File: config.mk
export PLATFORM = sky130hd
export DESIGN_NAME = foot_sole_floor_snap_unit_flat
export DESIGN_NICKNAME = d
export VERILOG_FILES = /design/src/hw/rtl/fsfs_pkg.sv /design/src/hw/rtl/fsfs_if.sv /design/src/hw/rtl/foot_sole_floor_snap_unit.sv /design/src/hw/rtl/fsfs_cfg.sv /design/src/hw/rtl/fsfs_ctrl.sv /design/src/hw/rtl/fsfs_dp.sv /design/src/flat_wrapper.sv
export VERILOG_INCLUDE_DIRS = /design/src /design/src/hw/rtl
export SDC_FILE = /design/constraint.sdc
export NUM_CORES = 2
export LEC_CHECK = 0
export BUFFER_PORTS_ARGS = -buffer_cell sky130_fd_sc_hd__buf_4
export CORE_MARGIN = 1
export CORE_UTILIZATION = 45
export CTS_CLUSTER_SIZE = 24
export DETAILED_ROUTE_END_ITERATION = 6
export PLACE_DENSITY_LB_ADDON = 0.25
export SLEW_MARGIN = 30
export SYNTH_ARGS = -nofsm -noshare
export SYNTH_HDL_FRONTEND = slang
export SYNTH_SLANG_ARGS = --single-unit
export TNS_END_PERCENT = 50
File: constraint.sdc
create_clock -name clk -period 19.1 [get_ports clk]
set_clock_uncertainty 0.1 [all_clocks]
set_input_delay 0.955 -clock clk [delete_from_list [all_inputs] [get_ports clk]]
set_output_delay 0.955 -clock clk [all_outputs]
set_load 0.01 [all_outputs]
File: src/hw/rtl/foot_sole_floor_snap_unit_macros.svh
// Assertion macros shared by the floor snap unit.
// Included by files that carry concurrent checks; no other dependencies.
`ifndef FOOT_SOLE_FLOOR_SNAP_UNIT_MACROS_SVH
`define FOOT_SOLE_FLOOR_SNAP_UNIT_MACROS_SVH
`ifndef SYNTHESIS
`define FSFS_ASSERT_NEVER(label, clk, rst_n, cond) \
	label: assert property (@(posedge clk) disable iff (!rst_n) !(cond)) \
		else $error("fsfs assertion failed");
`define FSFS_ASSERT_IMPL(label, clk, rst_n, ante, cons) \
	label: assert property (@(posedge clk) disable iff (!rst_n) (ante) |-> (cons)) \
		else $error("fsfs assertion failed");
`define FSFS_ASSERT_NEXT(label, clk, rst_n, ante, cons) \
	label: assert property (@(posedge clk) disable iff (!rst_n) (ante) |=> (cons)) \
		else $error("fsfs assertion failed");
`else
`define FSFS_ASSERT_NEVER(label, clk, rst_n, cond)
`define FSFS_ASSERT_IMPL(label, clk, rst_n, ante, cons)
`define FSFS_ASSERT_NEXT(label, clk, rst_n, ante, cons)
`endif
`endif

File: src/hw/rtl/fsfs_pkg.sv
// Shared types and constants of the floor snap unit.
// No dependencies; used by the point and configuration interfaces and all modules.
package fsfs_pkg;

	localparam int SLOT_W     = 3;
	localparam int DT_W       = 16;
	localparam int FLOOR_W    = 20;
	localparam int BAND_W     = 19;
	localparam int SPEED_W    = 16;
	localparam int SLOTS_W    = 3;
	localparam int CFG_IDX_W  = 2;
	localparam int CFG_DATA_W = 20;

	// Square magnitude is checked only on the low 16 bits of each axis.
	localparam int MAG_W = 16;
	localparam int ACC_W = 34;
	localparam int P_W   = 32;
	localparam int P2_W  = 64;

	localparam logic [DT_W-1:0] DT_MIN = 16'd66;

	localparam logic signed [FLOOR_W-1:0] FLOOR_RST = 20'sd0;
	localparam logic [BAND_W-1:0]         BAND_RST  = 19'd123;
	localparam logic [SPEED_W-1:0]        SPEED_RST = 16'd1024;
	localparam logic [SLOTS_W-1:0]        SLOTS_RST = 3'd6;

	typedef enum logic [CFG_IDX_W-1:0] {
		REG_FLOOR_HEIGHT = 2'd0,
		REG_SNAP_BAND    = 2'd1,
		REG_STANCE_SPEED = 2'd2,
		REG_SLOTS_IN_USE = 2'd3
	} reg_idx_t;

	typedef enum logic [4:0] {
		ST_IDLE = 5'b00001,
		ST_SQX  = 5'b00010,
		ST_SQY  = 5'b00100,
		ST_SQZ  = 5'b01000,
		ST_DONE = 5'b10000
	} state_t;

	typedef struct packed {
		logic signed [FLOOR_W-1:0] floor_height;
		logic [BAND_W-1:0]         snap_band;
		logic [SPEED_W-1:0]        stance_speed_limit;
		logic [SLOTS_W-1:0]        slots_in_use;
	} cfg_t;

	typedef struct packed {
		logic load;
		logic sq_x;
		logic sq_y;
		logic sq_z;
		logic finish;
	} cmd_t;

endpackage

File: src/hw/rtl/fsfs_if.sv
// Channel interfaces of the floor snap unit: point input, height output
// and configuration write. Depends on fsfs_pkg for field widths.
interface fsfs_in_if #(parameter int POS_WIDTH = 20);
	logic                              valid;
	logic                              ready;
	logic [fsfs_pkg::SLOT_W-1:0]       slot;
	logic                              point_valid;
	logic signed [POS_WIDTH-1:0]       pos_x;
	logic signed [POS_WIDTH-1:0]       pos_y;
	logic signed [POS_WIDTH-1:0]       pos_z;
	logic [fsfs_pkg::DT_W-1:0]         frame_interval;

	modport source(output valid, slot, point_valid, pos_x, pos_y, pos_z, frame_interval,
		input ready);
	modport sink(input valid, slot, point_valid, pos_x, pos_y, pos_z, frame_interval,
		output ready);
endinterface

interface fsfs_out_if #(parameter int POS_WIDTH = 20);
	logic                        valid;
	logic                        ready;
	logic signed [POS_WIDTH-1:0] height_out;
	logic                        changed;

	modport source(output valid, height_out, changed, input ready);
	modport sink(input valid, height_out, changed, output ready);
endinterface

interface fsfs_cfg_if;
	logic                                valid;
	logic                                ready;
	logic [fsfs_pkg::CFG_IDX_W-1:0]      index;
	logic [fsfs_pkg::CFG_DATA_W-1:0]     data;

	modport source(output valid, index, data, input ready);
	modport sink(input valid, index, data, output ready);
endinterface

File: src/hw/rtl/foot_sole_floor_snap_unit.sv
// Foot-sole floor snap unit: clamps or snaps tracked sole heights to the floor.
// Uses fsfs_pkg, the fsfs interfaces, fsfs_cfg, fsfs_ctrl, fsfs_dp and the macro header.
//
// Channels: in_ch carries one sole point per transfer (slot, point_valid,
// pos_x/y/z, frame_interval); out_ch returns one grounded height and a
// changed flag for every point, in order. cfg_ch writes one register per
// transfer (0 floor height, 1 snap band, 2 stance speed limit, 3 slots in
// use); it is always ready and should only be used while the unit is idle.
// The unit works on one point at a time and takes no new point until it
// has gone through the accept step, the three passes of the shared
// squarer and the decision step.
// The result sits in an output register, so a new point can be accepted
// while the previous result waits. If the receiver stalls, the unit holds
// the next result in its decision step until the output register frees.
// Reset clears all slot histories, restores the register defaults
// (floor 0, band 123, speed limit 1024, six slots) and empties the output.
`include "foot_sole_floor_snap_unit_macros.svh"

module foot_sole_floor_snap_unit #(
	parameter int SOLE_SLOTS = 6,
	parameter int POS_WIDTH  = 20
) (
	input  logic       clk,
	input  logic       arst_n,
	fsfs_in_if.sink    in_ch,
	fsfs_out_if.source out_ch,
	fsfs_cfg_if.sink   cfg_ch
);

	fsfs_pkg::cfg_t cfg;
	fsfs_pkg::cmd_t cmd;

	fsfs_cfg u_cfg (
		.clk    (clk),
		.arst_n (arst_n),
		.cfg_ch (cfg_ch),
		.cfg    (cfg)
	);

	fsfs_ctrl u_ctrl (
		.clk       (clk),
		.arst_n    (arst_n),
		.in_valid  (in_ch.valid),
		.in_ready  (in_ch.ready),
		.out_valid (out_ch.valid),
		.out_ready (out_ch.ready),
		.cmd       (cmd)
	);

	fsfs_dp #(
		.SOLE_SLOTS (SOLE_SLOTS),
		.POS_WIDTH  (POS_WIDTH)
	) u_dp (
		.clk            (clk),
		.arst_n         (arst_n),
		.cmd            (cmd),
		.cfg            (cfg),
		.slot           (in_ch.slot),
		.point_valid    (in_ch.point_valid),
		.pos_x          (in_ch.pos_x),
		.pos_y          (in_ch.pos_y),
		.pos_z          (in_ch.pos_z),
		.frame_interval (in_ch.frame_interval),
		.height_out     (out_ch.height_out),
		.changed        (out_ch.changed)
	);

	`FSFS_ASSERT_NEXT(a_busy_after_accept, clk, arst_n, in_ch.valid && in_ch.ready,
		!in_ch.ready)
	`FSFS_ASSERT_IMPL(a_result_due, clk, arst_n, in_ch.valid && in_ch.ready,
		##4 (cmd.finish || (out_ch.valid && !out_ch.ready)))
	`FSFS_ASSERT_NEVER(a_no_overwrite, clk, arst_n,
		cmd.finish && out_ch.valid && !out_ch.ready)

endmodule

File: src/hw/rtl/fsfs_cfg.sv
// Configuration register file of the floor snap unit.
// Depends on fsfs_pkg and the fsfs_cfg_if interface.
module fsfs_cfg (
	input  logic             clk,
	input  logic             arst_n,
	fsfs_cfg_if.sink         cfg_ch,
	output fsfs_pkg::cfg_t   cfg
);

	fsfs_pkg::cfg_t cfg_q;
	logic           wr_en;

	assign cfg_ch.ready = 1'b1;
	assign wr_en        = cfg_ch.valid & cfg_ch.ready;
	assign cfg          = cfg_q;

	always_ff @(posedge clk or negedge arst_n) begin
		if (!arst_n) begin
			cfg_q.floor_height       <= fsfs_pkg::FLOOR_RST;
			cfg_q.snap_band          <= fsfs_pkg::BAND_RST;
			cfg_q.stance_speed_limit <= fsfs_pkg::SPEED_RST;
			cfg_q.slots_in_use       <= fsfs_pkg::SLOTS_RST;
		end else if (wr_en) begin
			case (cfg_ch.index)
				fsfs_pkg::REG_FLOOR_HEIGHT: begin
					cfg_q.floor_height <= cfg_ch.data[fsfs_pkg::FLOOR_W-1:0];
				end
				fsfs_pkg::REG_SNAP_BAND: begin
					cfg_q.snap_band <= cfg_ch.data[fsfs_pkg::BAND_W-1:0];
				end
				fsfs_pkg::REG_STANCE_SPEED: begin
					cfg_q.stance_speed_limit <= cfg_ch.data[fsfs_pkg::SPEED_W-1:0];
				end
				fsfs_pkg::REG_SLOTS_IN_USE: begin
					cfg_q.slots_in_use <= cfg_ch.data[fsfs_pkg::SLOTS_W-1:0];
				end
				default: begin
				end
			endcase
		end
	end

endmodule

File: src/hw/rtl/fsfs_ctrl.sv
// Sequencer of the floor snap unit: walks one point through the
// squaring steps and owns the output valid flag. Depends on fsfs_pkg.
module fsfs_ctrl (
	input  logic            clk,
	input  logic            arst_n,
	input  logic            in_valid,
	output logic            in_ready,
	output logic            out_valid,
	input  logic            out_ready,
	output fsfs_pkg::cmd_t  cmd
);

	fsfs_pkg::state_t state_q;
	fsfs_pkg::state_t state_d;
	logic             out_valid_q;
	logic             out_free;

	assign in_ready  = (state_q == fsfs_pkg::ST_IDLE);
	assign out_valid = out_valid_q;
	assign out_free  = ~out_valid_q | out_ready;

	always_comb begin
		cmd.load   = in_ready & in_valid;
		cmd.sq_x   = (state_q == fsfs_pkg::ST_SQX);
		cmd.sq_y   = (state_q == fsfs_pkg::ST_SQY);
		cmd.sq_z   = (state_q == fsfs_pkg::ST_SQZ);
		cmd.finish = (state_q == fsfs_pkg::ST_DONE) & out_free;
	end

	always_comb begin
		state_d = state_q;
		case (state_q)
			fsfs_pkg::ST_IDLE: begin
				if (in_valid) state_d = fsfs_pkg::ST_SQX;
			end
			fsfs_pkg::ST_SQX:  state_d = fsfs_pkg::ST_SQY;
			fsfs_pkg::ST_SQY:  state_d = fsfs_pkg::ST_SQZ;
			fsfs_pkg::ST_SQZ:  state_d = fsfs_pkg::ST_DONE;
			fsfs_pkg::ST_DONE: begin
				if (out_free) state_d = fsfs_pkg::ST_IDLE;
			end
			default:           state_d = fsfs_pkg::ST_IDLE;
		endcase
	end

	always_ff @(posedge clk or negedge arst_n) begin
		if (!arst_n) begin
			state_q     <= fsfs_pkg::ST_IDLE;
			out_valid_q <= 1'b0;
		end else begin
			state_q <= state_d;
			if (cmd.finish) begin
				out_valid_q <= 1'b1;
			end else if (out_ready) begin
				out_valid_q <= 1'b0;
			end
		end
	end

endmodule

File: src/hw/rtl/fsfs_dp.sv
// Datapath of the floor snap unit: per-slot history, speed test by
// squared magnitudes and the floor clamp/snap. Depends on fsfs_pkg.
module fsfs_dp #(
	parameter int SOLE_SLOTS = 6,
	parameter int POS_WIDTH  = 20
) (
	input  logic                                clk,
	input  logic                                arst_n,
	input  fsfs_pkg::cmd_t                      cmd,
	input  fsfs_pkg::cfg_t                      cfg,
	input  logic [fsfs_pkg::SLOT_W-1:0]         slot,
	input  logic                                point_valid,
	input  logic signed [POS_WIDTH-1:0]         pos_x,
	input  logic signed [POS_WIDTH-1:0]         pos_y,
	input  logic signed [POS_WIDTH-1:0]         pos_z,
	input  logic [fsfs_pkg::DT_W-1:0]           frame_interval,
	output logic signed [POS_WIDTH-1:0]         height_out,
	output logic                                changed
);

	localparam int SW  = (SOLE_SLOTS > 1) ? $clog2(SOLE_SLOTS) : 1;
	localparam int DW  = POS_WIDTH + 1;
	localparam int AXW = (DW > fsfs_pkg::MAG_W + 1) ? DW : fsfs_pkg::MAG_W + 1;
	localparam int CW  = ((POS_WIDTH > fsfs_pkg::FLOOR_W + 1) ? POS_WIDTH
		: fsfs_pkg::FLOOR_W + 1) + 1;
	localparam logic [4:0] SLOTS_LIM = 5'(SOLE_SLOTS);

	// Slot history.
	logic signed [POS_WIDTH-1:0] last_x_q [SOLE_SLOTS];
	logic signed [POS_WIDTH-1:0] last_y_q [SOLE_SLOTS];
	logic signed [POS_WIDTH-1:0] last_z_q [SOLE_SLOTS];
	logic [SOLE_SLOTS-1:0]       has_last_q;

	// Item registers.
	logic [SW-1:0]                   idx_q;
	logic                            in_use_q;
	logic                            valid_q;
	logic                            has_q;
	logic signed [POS_WIDTH-1:0]     x_q;
	logic signed [POS_WIDTH-1:0]     y_q;
	logic signed [POS_WIDTH-1:0]     z_q;
	logic [fsfs_pkg::MAG_W-1:0]      ax_q;
	logic [fsfs_pkg::MAG_W-1:0]      ay_q;
	logic [fsfs_pkg::MAG_W-1:0]      az_q;
	logic                            far_q;
	logic [fsfs_pkg::P_W-1:0]        p_q;
	logic [fsfs_pkg::P2_W-1:0]       p2_q;
	logic [fsfs_pkg::ACC_W-1:0]      acc_q;
	logic signed [POS_WIDTH-1:0]     height_q;
	logic                            changed_q;

	logic                            in_use;
	logic [SW-1:0]                   rd_idx;
	logic [fsfs_pkg::DT_W-1:0]       dt;
	logic signed [DW-1:0]            dx, dy, dz;
	logic [DW-1:0]                   mx, my, mz;
	logic [AXW-1:0]                  ex, ey, ez;
	logic                            far;
	logic [fsfs_pkg::MAG_W-1:0]      mul_op;
	logic [2*fsfs_pkg::MAG_W-1:0]    sq;
	logic [fsfs_pkg::P_W:0]          thr;
	logic                            slow;
	logic signed [CW-1:0]            zc, fc, bc, top_c;
	logic                            below, in_band;
	logic signed [POS_WIDTH-1:0]     h_res;
	logic                            ch_res;

	assign in_use = ({2'b00, slot} < SLOTS_LIM) && (slot < cfg.slots_in_use);
	assign rd_idx = in_use ? SW'(slot) : '0;
	assign dt     = (frame_interval < fsfs_pkg::DT_MIN) ? fsfs_pkg::DT_MIN : frame_interval;

	assign dx = {pos_x[POS_WIDTH-1], pos_x} - {last_x_q[rd_idx][POS_WIDTH-1], last_x_q[rd_idx]};
	assign dy = {pos_y[POS_WIDTH-1], pos_y} - {last_y_q[rd_idx][POS_WIDTH-1], last_y_q[rd_idx]};
	assign dz = {pos_z[POS_WIDTH-1], pos_z} - {last_z_q[rd_idx][POS_WIDTH-1], last_z_q[rd_idx]};
	assign mx = dx[DW-1] ? DW'(-dx) : DW'(dx);
	assign my = dy[DW-1] ? DW'(-dy) : DW'(dy);
	assign mz = dz[DW-1] ? DW'(-dz) : DW'(dz);
	assign ex = AXW'(mx);
	assign ey = AXW'(my);
	assign ez = AXW'(mz);
	// Any axis at or beyond 2^16 already exceeds the largest threshold.
	assign far = (|ex[AXW-1:fsfs_pkg::MAG_W]) | (|ey[AXW-1:fsfs_pkg::MAG_W])
		| (|ez[AXW-1:fsfs_pkg::MAG_W]);

	// One shared squarer steps through the three axes.
	always_comb begin
		if (cmd.sq_x) begin
			mul_op = ax_q;
		end else if (cmd.sq_y) begin
			mul_op = ay_q;
		end else begin
			mul_op = az_q;
		end
	end
	assign sq = mul_op * mul_op;

	// Slow when d2 * 2^32 < p^2, i.e. d2 below the rounded-up high word.
	assign thr  = {1'b0, p2_q[fsfs_pkg::P2_W-1:fsfs_pkg::P_W]}
		+ {{fsfs_pkg::P_W{1'b0}}, |p2_q[fsfs_pkg::P_W-1:0]};
	assign slow = ~far_q && (acc_q < {1'b0, thr});

	assign zc    = {{(CW-POS_WIDTH){z_q[POS_WIDTH-1]}}, z_q};
	assign fc    = {{(CW-fsfs_pkg::FLOOR_W){cfg.floor_height[fsfs_pkg::FLOOR_W-1]}},
		cfg.floor_height};
	assign bc    = {{(CW-fsfs_pkg::BAND_W){1'b0}}, cfg.snap_band};
	assign top_c = fc + bc;
	assign below   = zc < fc;
	assign in_band = zc < top_c;

	always_comb begin
		h_res  = z_q;
		ch_res = 1'b0;
		if (in_use_q && valid_q) begin
			if (below) begin
				h_res  = fc[POS_WIDTH-1:0];
				ch_res = 1'b1;
			end else if (has_q && in_band && slow) begin
				h_res  = fc[POS_WIDTH-1:0];
				ch_res = (zc != fc);
			end
		end
	end

	always_ff @(posedge clk or negedge arst_n) begin
		if (!arst_n) begin
			has_last_q <= '0;
		end else if (cmd.finish && in_use_q) begin
			has_last_q[idx_q] <= valid_q;
		end
	end

	always_ff @(posedge clk) begin
		if (cmd.load) begin
			idx_q    <= rd_idx;
			in_use_q <= in_use;
			valid_q  <= point_valid;
			has_q    <= has_last_q[rd_idx];
			x_q      <= pos_x;
			y_q      <= pos_y;
			z_q      <= pos_z;
			ax_q     <= ex[fsfs_pkg::MAG_W-1:0];
			ay_q     <= ey[fsfs_pkg::MAG_W-1:0];
			az_q     <= ez[fsfs_pkg::MAG_W-1:0];
			far_q    <= far;
			p_q      <= fsfs_pkg::P_W'(cfg.stance_speed_limit * dt);
		end
		if (cmd.sq_x) begin
			p2_q  <= fsfs_pkg::P2_W'(p_q) * fsfs_pkg::P2_W'(p_q);
			acc_q <= fsfs_pkg::ACC_W'(sq);
		end
		if (cmd.sq_y || cmd.sq_z) begin
			acc_q <= acc_q + fsfs_pkg::ACC_W'(sq);
		end
		if (cmd.finish) begin
			height_q  <= h_res;
			changed_q <= ch_res;
			if (in_use_q && valid_q) begin
				last_x_q[idx_q] <= x_q;
				last_y_q[idx_q] <= y_q;
				last_z_q[idx_q] <= z_q;
			end
		end
	end

	assign height_out = height_q;
	assign changed    = changed_q;

endmodule

File: src/flat_wrapper.sv
// flat-port wrapper written by rule: the top's interface ports become plain ports
module foot_sole_floor_snap_unit_flat 
#(
	parameter int SOLE_SLOTS = 6,
	parameter int POS_WIDTH  = 20
)
  (clk, arst_n, in_ch_valid, in_ch_slot, in_ch_point_valid, in_ch_pos_x, in_ch_pos_y, in_ch_pos_z, in_ch_frame_interval, in_ch_ready, out_ch_valid, out_ch_height_out, out_ch_changed, out_ch_ready, cfg_ch_valid, cfg_ch_index, cfg_ch_data, cfg_ch_ready);
  fsfs_in_if #(.POS_WIDTH(POS_WIDTH)) in_ch_i ();
  fsfs_out_if #(.POS_WIDTH(POS_WIDTH)) out_ch_i ();
  fsfs_cfg_if cfg_ch_i ();
  input  logic clk;
  input  logic arst_n;
  input wire logic [$bits(in_ch_i.valid)-1:0] in_ch_valid;
  input wire logic [$bits(in_ch_i.slot)-1:0] in_ch_slot;
  input wire logic [$bits(in_ch_i.point_valid)-1:0] in_ch_point_valid;
  input wire logic [$bits(in_ch_i.pos_x)-1:0] in_ch_pos_x;
  input wire logic [$bits(in_ch_i.pos_y)-1:0] in_ch_pos_y;
  input wire logic [$bits(in_ch_i.pos_z)-1:0] in_ch_pos_z;
  input wire logic [$bits(in_ch_i.frame_interval)-1:0] in_ch_frame_interval;
  output wire logic [$bits(in_ch_i.ready)-1:0] in_ch_ready;
  output wire logic [$bits(out_ch_i.valid)-1:0] out_ch_valid;
  output wire logic [$bits(out_ch_i.height_out)-1:0] out_ch_height_out;
  output wire logic [$bits(out_ch_i.changed)-1:0] out_ch_changed;
  input wire logic [$bits(out_ch_i.ready)-1:0] out_ch_ready;
  input wire logic [$bits(cfg_ch_i.valid)-1:0] cfg_ch_valid;
  input wire logic [$bits(cfg_ch_i.index)-1:0] cfg_ch_index;
  input wire logic [$bits(cfg_ch_i.data)-1:0] cfg_ch_data;
  output wire logic [$bits(cfg_ch_i.ready)-1:0] cfg_ch_ready;
  assign in_ch_i.valid = in_ch_valid;
  assign in_ch_i.slot = in_ch_slot;
  assign in_ch_i.point_valid = in_ch_point_valid;
  assign in_ch_i.pos_x = in_ch_pos_x;
  assign in_ch_i.pos_y = in_ch_pos_y;
  assign in_ch_i.pos_z = in_ch_pos_z;
  assign in_ch_i.frame_interval = in_ch_frame_interval;
  assign in_ch_ready = in_ch_i.ready;
  assign out_ch_valid = out_ch_i.valid;
  assign out_ch_height_out = out_ch_i.height_out;
  assign out_ch_changed = out_ch_i.changed;
  assign out_ch_i.ready = out_ch_ready;
  assign cfg_ch_i.valid = cfg_ch_valid;
  assign cfg_ch_i.index = cfg_ch_index;
  assign cfg_ch_i.data = cfg_ch_data;
  assign cfg_ch_ready = cfg_ch_i.ready;
  foot_sole_floor_snap_unit #(.SOLE_SLOTS(SOLE_SLOTS), .POS_WIDTH(POS_WIDTH)) u_core (.clk(clk), .arst_n(arst_n), .in_ch(in_ch_i), .out_ch(out_ch_i), .cfg_ch(cfg_ch_i));
endmodule
==> reports/results.ini <==
[logic_synthesis]
yosys_warnings = 0
ys_ff_latch = 695
syn_nets = 9639
synthCells = 7702
seq_area_frac_synth = 0.2594
synth_ff_type = edfxtp_1
ys_types = 92
synth_enable_flop_cells = 625
synthArstFlopShare = 0.1007
syn-mean-instance-area_um2 = 10.28
synth_area_um2 = 79150

[sta]
rsz0062_at_grt = false
finalHoldViolCount = 0
tightest_slew_ns = 1.038
min_period_ns = 11.62
slew_viol_final = 0
tns_ns = 0
period_share = 0.6082
relSlewSlack = 0.2903
max_clock_freq_mhz = 86.09
setup_violations = 0

[global_route]
antenna_found_initial = 12
grt-ovfl-total = 0
grt_start_max_net_pins = 77
grt_first_pass_wirelength_mm = 318.8
grt_pass1_vias = 56739
grtUsageTotal = 0.2289

[cts]
cts_buffers = 77
cts_hold_buf = 0
cts_setup_buffers = 0
cts_root_buf = clkbuf_16
clk_latency_ns = 0.72
path_clk_slew_ns = 0.07
cts.htree.levels = 3
cts_buffer_depth = 3
cts_sinks = 695
cts_resized = 0
cts_tree = built

[floorplanning]
fp.dieArea_um2 = 177600
start_util = 0.4544
die_h_um = 421.4
io_pins = 131
die_x_um = 421.4
num_rows = 153
core_um2 = 174200

[route]
totalWireLength_mm = 200.2
via_per_inst = 5.339
avgRoutedWirePerCell_um = 19.80
drt-met1-wl_mm = 88.83
route.met3.wl_mm = 11.06
dr.pass1.iters = 6
highest_layer = met5
vias = 53998
ant_nets = 0
drt-initial-drc-count = 3768
met2_length_mm = 95.52
drc = 0

[worst_setup_path]
cp_top_family = compound AO/OA/AOI/OAI gates
reg2reg_setup_slack_ns = 7.48
crit_top_cell = fa_1
rr_worst_depth = 37
critPathSlowestCell = o21ai_1
slowest_delay_ns = 0.67
crit_buf_inv = 5
reg2reg_from = u_core.u_ctrl.state_q[4]$_DFFE_PN0P_
startpoint_type = flip-flop
cp.required_ns = 19.45
path_class = flip-flop to flip-flop
cp_data_arrival_time_ns = 11.97
crit-reg2reg-capture = u_core.u_dp.acc_q[30]$_DFFE_PP_
end_kind = flip-flop
cp_max_fo = 10

[placed_design]
io_buffer_count = 129
placed_cells_incl_taps = 9964
hpwl_mm = 152.7
place.gp.congestion = 0.8840

[layout]
stdcell_count = 10114
drive_gt1_frac = 0.06258
nets = 9657
area_delta_synth_final_pct = 7.749
mostFrequentLayoutCell = inv_1
layout_common_cells = inv_1, fa_1, ha_1, nand2_1, edfxtp_1

[job]
max-cap-violations = 0

[hold_path]
hp-class = input pin to async pin

[run_status]
outcome = finished, final reports clean

layout make-up:
| cell class | instances | area (um2) |
|---|---|---|
| fillers | 16068 | 88920 |
| multi-input cells | 5205 | 51870 |
| flip-flops and latches | 695 | 20530 |
| inverters | 1524 | 5720 |
| well taps | 2325 | 2909 |
| clock buffers | 90 | 1997 |
| repair buffers | 217 | 1692 |
| clock inverters | 51 | 545.5 |
| diodes | 7 | 17.52 |
flip-flops by register name, summed over array words and instances (netlist names), 3 cells and up:
name / flops
u_core.u_dp.acc_q: 34
u_core.u_dp.p2_q: 63
u_core.u_dp.last_y_q: 120
u_core.u_dp.last_z_q: 120
u_core.u_dp.height_out: 20
u_core.u_dp.last_x_q: 120
u_core.u_dp.az_q: 16
u_core.u_dp.ax_q: 16
u_core.u_ctrl.state_q: 5
u_core.u_dp.has_last_q: 6
u_core.u_dp.z_q: 20
u_core.u_dp.ay_q: 16
u_core.u_dp.p_q: 32
u_core.u_cfg.cfg: 58
u_core.u_dp.x_q: 20
u_core.u_dp.y_q: 20
u_core.u_dp.idx_q: 3
worst reg2reg max path, delay by kind of cell, from the launching register on:
kind	cells	cell delay, ns
buffers and inverters	5	0.77
adder cells (fa/ha/maj)	8	3.52
AND/OR/NAND/NOR	6	1.59
flip-flops	1	0.43
AO/OA/AOI/OAI	15	4.53
multiplexers	1	0.12
XOR/XNOR	2	0.35
routing by layer:
layer  vias to the layer above  GRT usage
met5                         -          0
met4                         4    0.06158
met3                       283    0.02579
met2                      1465     0.3765
met1                     27329     0.3212
li1                      24917          -
metrics by stage:
stage / hold slack, ns / instance area, um2 / util / setup WS [ns]
final: 0.1296 / 85290 / 0.4896 / 7.484
after global routing: 0.1453 / 85280 / 0.4896 / 6.566
after CTS: 0.1033 / 85240 / 0.4893 / 7.315
after detailed placement: 0.3860 / 82700 / 0.4747 / 7.354
after global placement: 0.3819 / 82620 / 0.4743 / 7.626
after floorplan: 0.3715 / 79150 / - / 7.381
worst max-delay path by stage:
| stage | startpoint | to | cells past startpoint |
|---|---|---|---|
| 2_1_floorplan | u_core.u_ctrl.state_q[3]$_DFFE_PN0P_ | u_core.u_dp.acc_q[30]$_DFFE_PP_ | 39 |
| 3_3_place_gp | u_core.u_ctrl.state_q[4]$_DFFE_PN0P_ | u_core.u_dp.acc_q[30]$_DFFE_PP_ | 39 |
| 3_5_place_dp | u_core.u_ctrl.state_q[4]$_DFFE_PN0P_ | u_core.u_dp.acc_q[30]$_DFFE_PP_ | 39 |
| 4_1_cts | u_core.u_ctrl.state_q[4]$_DFFE_PN0P_ | u_core.u_dp.acc_q[30]$_DFFE_PP_ | 39 |
| 5_1_grt | u_core.u_ctrl.state_q[3]$_DFFE_PN0P_ | u_core.u_dp.acc_q[30]$_DFFE_PP_ | 39 |
| 6_report | u_core.u_ctrl.state_q[4]$_DFFE_PN0P_ | u_core.u_dp.acc_q[30]$_DFFE_PP_ | 37 |
cells in the mapped netlist, types with 42 or more instances:
library cell	count	area, um2
and2_1	302	1889
mux2_2	75	844.6
o21bai_1	42	315.3
a21o_1	117	878.3
inv_1	1514	5683
nand2_1	654	2455
o22a_1	57	499.2
mux2i_1	135	1351
nand3_1	79	395.4
ha_1	666	8333
nor2_1	469	1760
a21oi_1	314	1572
dfrtp_1	60	1501
clkbuf_1	254	953.4
nor3_1	62	310.3
edfxtp_1	625	18770
xnor2_1	190	1664
fa_1	1164	23300
o21ai_0	165	825.8
xor2_1	109	954.7
a211oi_1	88	660.6
and3_1	66	412.9
kinds of logic (layout without fill, tap and decap cells):
kind of cell | Yosys count | after routing | synth area share
AO/OA/AOI/OAI | 1026 | 1026 | 0.08466
other | 1 | 8 | 0.00004738
multiplexers | 212 | 212 | 0.02822
XOR/XNOR | 299 | 299 | 0.03308
adder cells (fa/ha/maj) | 1831 | 1831 | 0.3998
buffers and inverters | 1802 | 1882 | 0.08635
flip-flops | 695 | 695 | 0.2594
AND/OR/NAND/NOR | 1836 | 1836 | 0.1084
Power is not shown: default switching activity piles up to over one toggle a cycle in this logic, so the estimate is an artifact.
